### src/hdl/rikc_pkg.sv
// Package for the RTC, interrupt and keyboard controller: item types, state
// record, register codes and small helper functions. No dependencies.
package rikc_pkg;

  localparam logic [1:0] ACT_TICK  = 2'd0;
  localparam logic [1:0] ACT_WRITE = 2'd1;
  localparam logic [1:0] ACT_READ  = 2'd2;

  localparam logic [7:0] PORT_COM  = 8'hB0;
  localparam logic [7:0] PORT_INT  = 8'hB1;
  localparam logic [7:0] PORT_KBD  = 8'hB2;
  localparam logic [7:0] PORT_TACK = 8'hB4;
  localparam logic [7:0] PORT_TMK  = 8'hB5;
  localparam logic [7:0] PORT_ACK  = 8'hB6;
  localparam logic [7:0] PORT_TIM0 = 8'hD0;
  localparam logic [7:0] PORT_TIM1 = 8'hD1;
  localparam logic [7:0] PORT_TIM2 = 8'hD2;
  localparam logic [7:0] PORT_TIM3 = 8'hD3;
  localparam logic [7:0] PORT_TIM4 = 8'hD4;

  localparam logic [7:0] MS5_WRAP  = 8'd200;
  localparam logic [5:0] SEC_WRAP  = 6'd60;
  localparam logic [7:0] INT_MASK  = 8'hFC;
  localparam logic [7:0] ACK_MASK  = 8'h6C;
  localparam logic [7:0] BUS_IDLE  = 8'hFF;

  typedef struct packed {
    logic [1:0]  action;
    logic [7:0]  port;
    logic [7:0]  addr_high;
    logic [7:0]  wdata;
    logic [63:0] key_matrix;
  } in_t;

  typedef struct packed {
    logic [7:0] rdata;
    logic       irq;
    logic       speaker;
    logic       snoozing;
  } out_t;

  typedef struct packed {
    logic [7:0] int_enable;
    logic [7:0] int_status;
    logic [2:0] timer_status;
    logic [2:0] timer_mask;
    logic [7:0] command_reg;
    logic [7:0] count_ms5;
    logic [5:0] count_sec;
    logic [7:0] count_min_lo;
    logic [7:0] count_min_mid;
    logic [4:0] count_min_hi;
    logic       snooze_flag;
    logic       speaker_level;
  } state_t;

  // x / 10 by reciprocal (exact for all 8-bit x), then check the remainder
  function automatic logic is_mult10(input logic [7:0] x);
    logic [15:0] prod;
    logic [4:0]  quot;
    logic [7:0]  back;
    prod = {8'd0, x} * 16'd205;
    quot = prod[15:11];
    back = {3'd0, quot} * 8'd10;
    return back == x;
  endfunction

  function automatic logic irq_of(input state_t s);
    return s.int_enable[0] &&
           (((s.int_enable & s.int_status & INT_MASK) != 8'd0) ||
            (s.int_enable[2] && s.int_status[1]));
  endfunction

endpackage

### src/hdl/rikc_exec.sv
// Next-state and result logic for one item of the RTC, interrupt and
// keyboard controller. Depends on rikc_pkg.
module rikc_exec (
  input  rikc_pkg::state_t st,
  input  rikc_pkg::in_t    item,
  output rikc_pkg::state_t st_nxt,
  output rikc_pkg::out_t   res
);

  logic [7:0] all_and;
  logic [7:0] sel_and;
  logic [7:0] ms5_inc;
  logic [5:0] sec_inc;
  logic [7:0] rd;
  logic       raised;
  logic       upd;

  assign ms5_inc = st.count_ms5 + 8'd1;
  assign sec_inc = st.count_sec + 6'd1;

  always_comb begin
    all_and = 8'hFF;
    sel_and = 8'hFF;
    for (int n = 0; n < 8; n++) begin
      all_and = all_and & item.key_matrix[8*n +: 8];
      if (!item.addr_high[n]) begin
        sel_and = sel_and & item.key_matrix[8*n +: 8];
      end
    end
  end

  always_comb begin
    st_nxt = st;
    rd     = rikc_pkg::BUS_IDLE;
    raised = 1'b0;
    upd    = 1'b0;
    unique case (item.action)
      rikc_pkg::ACT_TICK: begin
        if (st.snooze_flag && all_and != 8'hFF) begin
          st_nxt.snooze_flag   = 1'b0;
          st_nxt.int_status[2] = 1'b1;
        end
        if (!st.command_reg[4]) begin
          st_nxt.count_ms5 = ms5_inc;
          if (rikc_pkg::is_mult10(ms5_inc)) begin
            st_nxt.timer_status[0] = 1'b1;
            raised = 1'b1;
          end
          if (ms5_inc == rikc_pkg::MS5_WRAP) begin
            st_nxt.count_ms5       = 8'd0;
            st_nxt.timer_status[1] = 1'b1;
            raised                 = 1'b1;
            st_nxt.count_sec       = sec_inc;
            if (sec_inc == rikc_pkg::SEC_WRAP) begin
              st_nxt.timer_status[2] = 1'b1;
              st_nxt.count_sec       = 6'd0;
              st_nxt.count_min_lo    = st.count_min_lo + 8'd1;
              if (st.count_min_lo == 8'hFF) begin
                st_nxt.count_min_mid = st.count_min_mid + 8'd1;
                if (st.count_min_mid == 8'hFF) begin
                  st_nxt.count_min_hi = st.count_min_hi + 5'd1;
                end
              end
            end
          end
        end
        upd = raised;
      end
      rikc_pkg::ACT_WRITE: begin
        unique case (item.port)
          rikc_pkg::PORT_COM: begin
            st_nxt.command_reg = item.wdata;
            if (item.wdata[4]) begin
              st_nxt.count_ms5     = 8'd0;
              st_nxt.count_sec     = 6'd0;
              st_nxt.count_min_lo  = 8'd0;
              st_nxt.count_min_mid = 8'd0;
              st_nxt.count_min_hi  = 5'd0;
            end
            if (!item.wdata[7] && (st.command_reg[6] ^ item.wdata[6])) begin
              st_nxt.speaker_level = item.wdata[6];
            end
          end
          rikc_pkg::PORT_INT: begin
            st_nxt.int_enable = item.wdata;
            upd = 1'b1;
          end
          rikc_pkg::PORT_TACK: begin
            st_nxt.timer_status = st.timer_status & ~item.wdata[2:0];
            upd = 1'b1;
          end
          rikc_pkg::PORT_TMK: begin
            st_nxt.timer_mask = item.wdata[2:0];
            upd = 1'b1;
          end
          rikc_pkg::PORT_ACK: begin
            st_nxt.int_status = st.int_status & ~(item.wdata & rikc_pkg::ACK_MASK);
            upd = 1'b1;
          end
          default: begin
          end
        endcase
      end
      rikc_pkg::ACT_READ: begin
        unique case (item.port)
          rikc_pkg::PORT_INT: begin
            st_nxt.int_status[1] = 1'b0;
            rd = {st.int_status[7:2], 1'b0, st.int_status[0]};
          end
          rikc_pkg::PORT_KBD: begin
            if (st.int_enable[7]) begin
              st_nxt.snooze_flag = 1'b1;
            end
            rd = sel_and;
          end
          rikc_pkg::PORT_TMK: begin
            rd = {5'd0, st.timer_status};
            st_nxt.timer_status = 3'd0;
          end
          rikc_pkg::PORT_TIM0: rd = st.count_ms5;
          rikc_pkg::PORT_TIM1: rd = {2'd0, st.count_sec};
          rikc_pkg::PORT_TIM2: rd = st.count_min_lo;
          rikc_pkg::PORT_TIM3: rd = st.count_min_mid;
          rikc_pkg::PORT_TIM4: rd = {3'd0, st.count_min_hi};
          default: rd = rikc_pkg::BUS_IDLE;
        endcase
      end
      default: begin
      end
    endcase
    if (upd) begin
      st_nxt.int_status[1] = st_nxt.int_enable[1] && (st_nxt.timer_status != 3'd0);
    end
  end

  assign res.rdata    = rd;
  assign res.irq      = rikc_pkg::irq_of(st_nxt);
  assign res.speaker  = st_nxt.speaker_level;
  assign res.snoozing = st_nxt.snooze_flag;

endmodule

### src/hdl/rtc_interrupt_keyboard_controller.sv
// Top level of the RTC, interrupt and keyboard controller: handshakes,
// input and result registers, controller state. Depends on rikc_pkg, rikc_exec.
//
// Takes one item per clock: a 5 ms tick, a register write or a register read.
// Each item lands in an input register, then one pass of logic (the counter
// chain increment and the interrupt/status update in rikc_exec) updates the
// controller state and loads the result register; items flow at one per
// cycle as long as results are taken. A waiting result holds the state; the
// input register still takes one more item. Every item gives exactly one
// result; rdata is 0xff for ticks, writes and unmapped reads.
module rtc_interrupt_keyboard_controller (
  input  logic           clk,
  input  logic           rst_n,
  input  logic           in_valid,
  output logic           in_ready,
  input  rikc_pkg::in_t  in_data,
  output logic           out_valid,
  input  logic           out_ready,
  output rikc_pkg::out_t out_data
);

  logic             s1_valid_r;
  rikc_pkg::in_t    s1_r;
  logic             out_valid_r;
  rikc_pkg::out_t   out_r;
  rikc_pkg::state_t st_r;
  rikc_pkg::state_t st_nxt;
  rikc_pkg::out_t   res;
  logic             s1_adv;
  logic             s1_fire;

  assign s1_adv   = !out_valid_r || out_ready;
  assign s1_fire  = s1_valid_r && s1_adv;
  assign in_ready = !s1_valid_r || s1_adv;

  rikc_exec u_exec (
    .st     (st_r),
    .item   (s1_r),
    .st_nxt (st_nxt),
    .res    (res)
  );

  always_ff @(posedge clk) begin
    if (!rst_n) begin
      s1_valid_r  <= 1'b0;
      out_valid_r <= 1'b0;
      st_r        <= '0;
    end else begin
      if (in_ready) begin
        s1_valid_r <= in_valid;
      end
      if (s1_adv) begin
        out_valid_r <= s1_valid_r;
      end
      if (s1_fire) begin
        st_r <= st_nxt;
      end
    end
  end

  always_ff @(posedge clk) begin
    if (in_valid && in_ready) begin
      s1_r <= in_data;
    end
    if (s1_fire) begin
      out_r <= res;
    end
  end

  assign out_valid = out_valid_r;
  assign out_data  = out_r;

  a_out_matches_state: assert property (@(posedge clk) disable iff (!rst_n)
    out_valid_r |-> (out_r.irq == rikc_pkg::irq_of(st_r)) &&
                    (out_r.snoozing == st_r.snooze_flag) &&
                    (out_r.speaker == st_r.speaker_level))
    else $error("result flags disagree with controller state");

  a_counters_in_range: assert property (@(posedge clk) disable iff (!rst_n)
    (st_r.count_ms5 < rikc_pkg::MS5_WRAP) && (st_r.count_sec < rikc_pkg::SEC_WRAP))
    else $error("counter chain out of range");

  a_state_holds_on_stall: assert property (@(posedge clk) disable iff (!rst_n)
    (out_valid_r && !out_ready) |=> $stable(st_r))
    else $error("state changed while result stalled");

  a_input_holds_on_stall: assert property (@(posedge clk) disable iff (!rst_n)
    (s1_valid_r && !s1_adv) |=> s1_valid_r && $stable(s1_r))
    else $error("input register lost a stalled item");

endmodule
### config.mk
export PLATFORM = sky130hd
export DESIGN_NAME = rtc_interrupt_keyboard_controller
export DESIGN_NICKNAME = d
export VERILOG_FILES = /design/src/hdl/rikc_pkg.sv /design/src/hdl/rikc_exec.sv /design/src/hdl/rtc_interrupt_keyboard_controller.sv
export SDC_FILE = /design/constraint.sdc
export NUM_CORES = 1
export LEC_CHECK = 0
export BUFFER_PORTS_ARGS = -buffer_cell sky130_fd_sc_hd__buf_2
export CAP_MARGIN = 20
export CELL_PAD_IN_SITES_DETAIL_PLACEMENT = 1
export CELL_PAD_IN_SITES_GLOBAL_PLACEMENT = 1
export CORE_MARGIN = 2
export CORE_UTILIZATION = 49
export CTS_CLUSTER_DIAMETER = 80
export CTS_CLUSTER_SIZE = 20
export DETAILED_ROUTE_END_ITERATION = 12
export PLACE_DENSITY = 0.89
export SETUP_SLACK_MARGIN = 0.5
export SLEW_MARGIN = 10
export SYNTH_ARGS = -nofsm -noshare
export SYNTH_HDL_FRONTEND = slang
export SYNTH_SLANG_ARGS = --single-unit
### constraint.sdc
create_clock -name clk -period 16.5 [get_ports clk]
set_input_delay 1.65 -clock clk [delete_from_list [all_inputs] [get_ports clk]]
set_output_delay 1.65 -clock clk [all_outputs]
set_load 0.02 [all_outputs]
Yosys cells after proc, flatten, opt, wreduce, memory -nomap -nowiden. Cells that the tools add are included.

Output and inout port bits: 13. Input port bits: 94. Register bits after elaboration: 166.

Equal/unequal tests: 26. Bitwise logic cells: 20. Add/sub/neg operators: 5. Mux-type cells: 45. Reductions and logical operators: 24. Multipliers: 2.

Operators with widths (count): two-way mux 35 bit (4); AND 8 bit (16); equality test 8 bit (second input constant) (14); two-way mux 8 bit (10); one-hot mux 35 bit (2 select lines) (1); one-hot mux 8 bit (8 select lines) (1); two-way mux 27 bit (1); two-way mux 13 bit (2); adder 8 x 1 -> 8 bit (second input constant) (3); multiplier 8 x 8 -> 16 bit (second input constant) (1); two-way mux 1 bit (16); two-way mux 3 bit (3); one-hot mux 3 bit (3 select lines) (1); AND reduction 9 bit (1); equality test 8 bit (1); != test 2 x 1 -> 1 bit (second input constant) (4); != test 8 bit (second input constant) (1); inverter 7 -> 8 bit (1); one-hot mux 1 bit (2 select lines) (4); AND reduction 8 bit (1); nonzero test 8 bit (1); logical AND 1 bit (7); multiplier 5 x 3 -> 7 bit (second input constant) (1); AND reduction 7 bit (1); other kinds (20) (26).

Longest topological paths before layout.
Word-level depth: 16. Gate-level depth with buffers: 30. Mapped depth without buffers: 30.

Modules after synthesis. From an unflattened synthesis, not the netlist that was laid out.

Cell total of the unflattened synthesis: 940. Area total of the unflattened synthesis: 9526.6 µm².

Modules (own cells, without submodules): rtc_interrupt_keyboard_controller (area each 5786.8 µm², instances 1, cells an instance 401, seq. area each 4414.2 µm²); rikc_exec (area each 3739.8 µm², instances 1, cells an instance 539, seq. area each 0.0 µm²).

Least setup slack after synthesis. No wires, ideal clock.

Kind: flip-flop to flip-flop. From: register st_r[29] in the netlist's numbering. To: register out_r (netlist bit out_data[2]), data pin. Buffers on the path: 0. Setup slack: 9.582 ns. Clock period less this slack: 6.918 ns. Setup time: 0.262 ns. Arrival time: 6.656 ns. Cell stages (with the launch flop): 31. Cell sequence: dfxtp_1 -> ha_1 -> nand3_1 -> nor2_1 -> xnor2_1 -> inv_1 -> ha_1 -> inv_1 -> fa_1 -> inv_1 -> fa_1 -> inv_1 -> fa_1 -> inv_1 -> ha_1 -> a211o_1 -> a31oi_1 -> o21ai_2 -> nand3_1 -> nand2_1 -> a21oi_1 -> xnor2_1 -> ha_1 -> ha_1 -> a21o_1 -> a21oi_1 -> xnor2_2 -> xnor3_1 -> or4_4 -> a22oi_2 -> a21oi_1.

RTL lines: start: declaration (RTL line rtc_interrupt_keyboard_controller.sv:26) `rikc_pkg::state_t st_r;`; start signal: assignment (RTL line rtc_interrupt_keyboard_controller.sv:56) `st_r <= st_nxt;`; end signal: assignment (RTL line rtc_interrupt_keyboard_controller.sv:66) `out_r <= res;`; end: declaration (RTL line rtc_interrupt_keyboard_controller.sv:25) `rikc_pkg::out_t out_r;`.

==> impl_results.md <==
* Comb power frac at about 5%
* Post-Route WL at roughly 25 mm
* # nets final at 1001
* Share of the synthesized area in the top cell type at 37.1%
* CTS HTree Levels at 4
* Area Overhead vs Synth at 15.5%
* Largest net degree at the start of global routing at 87
* Crit path max-delay cell type: fa_1
* Switching share of power at about a quarter
* CTS sink count at 157
* Crit path required time at approximately 17000 ps
* Finished Layout Cells at between 1000 and 1500
* Final Setup Violations at 0
* Overall power at between 0.8 and 0.9 mW
* Max-cap viol count at 0
* LEAKAGE at ~3.8 nW
* CP Class: reg2reg
* Most common cell in the synthesized netlist: edfxtp_1
* Worst min path class: reg2reg
* Slew Viols, Final at 0
* Clk slew on worst S/H paths at approximately 70 ps
* Placer Congestion at 0.865
* Core footprint at between 15000 and 20000 sq um
* Clk_lat worst skew at roughly 430 ps
* CP Launch Type: flop
* Cell variety after synth at 74
* Layout cells sized above 1 at approximately a fifth
* Clock power share at between 40% and 50%
* Worst Clk Skew at around 11 ps
* Die area at roughly 18000 sq um
* Main flop type after synthesis: edfxtp_1
* Global Route Usage Sum at approximately 29%
* Switching Power at about 0.21 mW
* Net Count, Synth at 894
* Die width at around 130 microns
* Fraction of registers with async set or reset after synthesis at 0%
* Fmax at approximately 0.13 GHz
* GRT overflow at 0
* Outcome: finished clean
* Peak VDD IR at between 0.07 and 0.08 mV
* # hold bufs at CTS at 0
* Worst Path Arrival at 7850 ps
* Clock Tree Buf Depth at 2
* Relative slew slack at about 25%
* Vias in the first global route at a little over 7000
* Synth area leader: edfxtp_1
* Synth Area per Inst at ~11 sq um
* Sequential share of power at 52.4%
* Detail Placement HPWL at between 15 and 20 mm
* Post CTS Setup Buffer Count at 0
* Cell Rows at 47
* CTS tree: done
* Drt first pass iters at 6
* Vias at 6565
* Post-Syn Instances at about 740
* Initial Util at between 40% and 50%
* Register bit total from synthesis at ~160
* Clock Tree Root: clkbuf_16
* Syn. warnings at 0
* # placed instances at 1045
* Num CTS Buffers at 17
* Internal power at approximately 0.65 mW
* Die height at about 130 microns
* Most frequent CP cell: inv_1
* Cell area after synthesis at just over 8000 sq um
* Initial antenna violation count at 1
* Top delay family on crit path: adder cells
* Worst path max stage delay at ~540 ps
* First-pass GRT wire length at between 30 and 40 mm
* Crit end category: flop
* Register area share after synthesis at 50.8%
* Commonest cells post-synth: edfxtp_1 (101), nor2_1 (71), dfxtp_1 (56)
* Critical path peak fanout at 9
* Buffers added on ports at between 100 and 150
* Unrepaired setup endpoints after global routing: false
* Worst path bufs/invs at 5
* PostCTS Resize Cnt at 0
* Crit path time final at approximately 7700 ps
* IO Pins at ~110
* PwrDens at 91.2 nW/um^2
* DR WL/cell at between 20 and 25 microns
* Number of synthesized flops with an enable pin at slightly above 100
* Top post-synthesis cells by area: edfxtp_1 (37%), dfxtp_1 (14%), ha_1 (7.7%)
* Antenna-violating nets left at 0
* # DRC at 0
* Measured slew at the worst slew-check pin at 1130 ps
* Detailed Route Iter0 Violations at 505
* Final Hold Viols at 0
* Sum Neg Setup Slack at 0 ps
* Tcrit/Tclk final at a little under half
* Post-DR vias/cell at between 6 and 7
==> tightest hold or removal path: cells and delay by family, from the launching register on <==
family / cells / cell delay [ps]
AOI/OAI and AO/OA: 1 / 30
DFF: 1 / 320
and+or+nand+nor: 1 / 60
==> registers in the layout, indices dropped and copies added (netlist names) <==
signal	count
out_data	11
out_valid	1
s1_r	90
s1_valid_r	1
st_r	54
==> cells in the final DEF (no fill, tap or decap), drive strengths merged, types with 26 or more instances in the layout <==
cell type and count:
o21ai 26, nand4 27, inv 44, nor2 71, buf 110, a21oi 41, o22ai 33, dfxtp 56
ha 50, nand2 51, edfxtp 101
==> layout make-up <==
type	instances	area [sq um]
Tap cell	220	275
Inverter	38	143
Clock inverter	13	105
Multi-Input combinational cell	521	3770
Antenna cell	1	2.50
Sequential cell	157	4150
Timing Repair Buffer	110	558
Fill cell	1806	7020
Clock buffer	19	433
==> per-layer routing <==
| metal | up-vias | track usage (%) | wire (microns) |
|---|---|---|---|
| li1 | 2984 | - | - |
| met1 | 3220 | 32.9 | 9390 |
| met2 | 285 | 52.2 | 12900 |
| met3 | 76 | 5.75 | 1450 |
| met4 | 0 | 12.2 | 1010 |
| met5 | - | 0 | 0 |
==> power groups by stage <==
stage,sequential (mW),combinational [mW],clock [mW]
after global placement,0.457,0.0412,0
after CTS,0.450,0.0439,0.369
after detailed placement,0.458,0.0434,0
final,0.451,0.0441,0.366
after floorplan,0.450,0.0261,0
after global routing,0.452,0.0478,0.384
==> cell families after synthesis <==
logic type,after synthesis,synth area share (%)
DFF,157,50.8
adders and majority gates,62,10.6
muxes,19,3.18
and+or+nand+nor,252,15.7
buffers and inverters,60,3.05
AOI/OAI and AO/OA,144,11.3
xor gates and xnor gates,44,5.34
==> through the flow <==
step / cell area (sq um) / hold WS, ps / worst slack (ps) / utilization (%)
4_1_cts: 9440 / 455 / 8760 / 57.3
5_1_grt: 9450 / 482 / 8190 / 57.4
3_5_place_dp: 8900 / 443 / 8850 / 54.0
3_3_place_gp: 8890 / 437 / 9270 / 54.0
6_report: 9450 / 455 / 8810 / 57.4
2_1_floorplan: 8180 / 422 / 9580 / -
==> path summary, 6_finish.rpt <==
kind	depth (start not counted)	slack (ps)	endpoint	from
setup / recovery	29	8810	out_data[2]	st_r[29]
hold / removal	2	450	st_r[56]	st_r[56]
setup reg to reg	29	8810	out_data[2]	st_r[29]
hold reg to reg	2	450	st_r[56]	st_r[56]
Power figures use the tool's default switching activity.
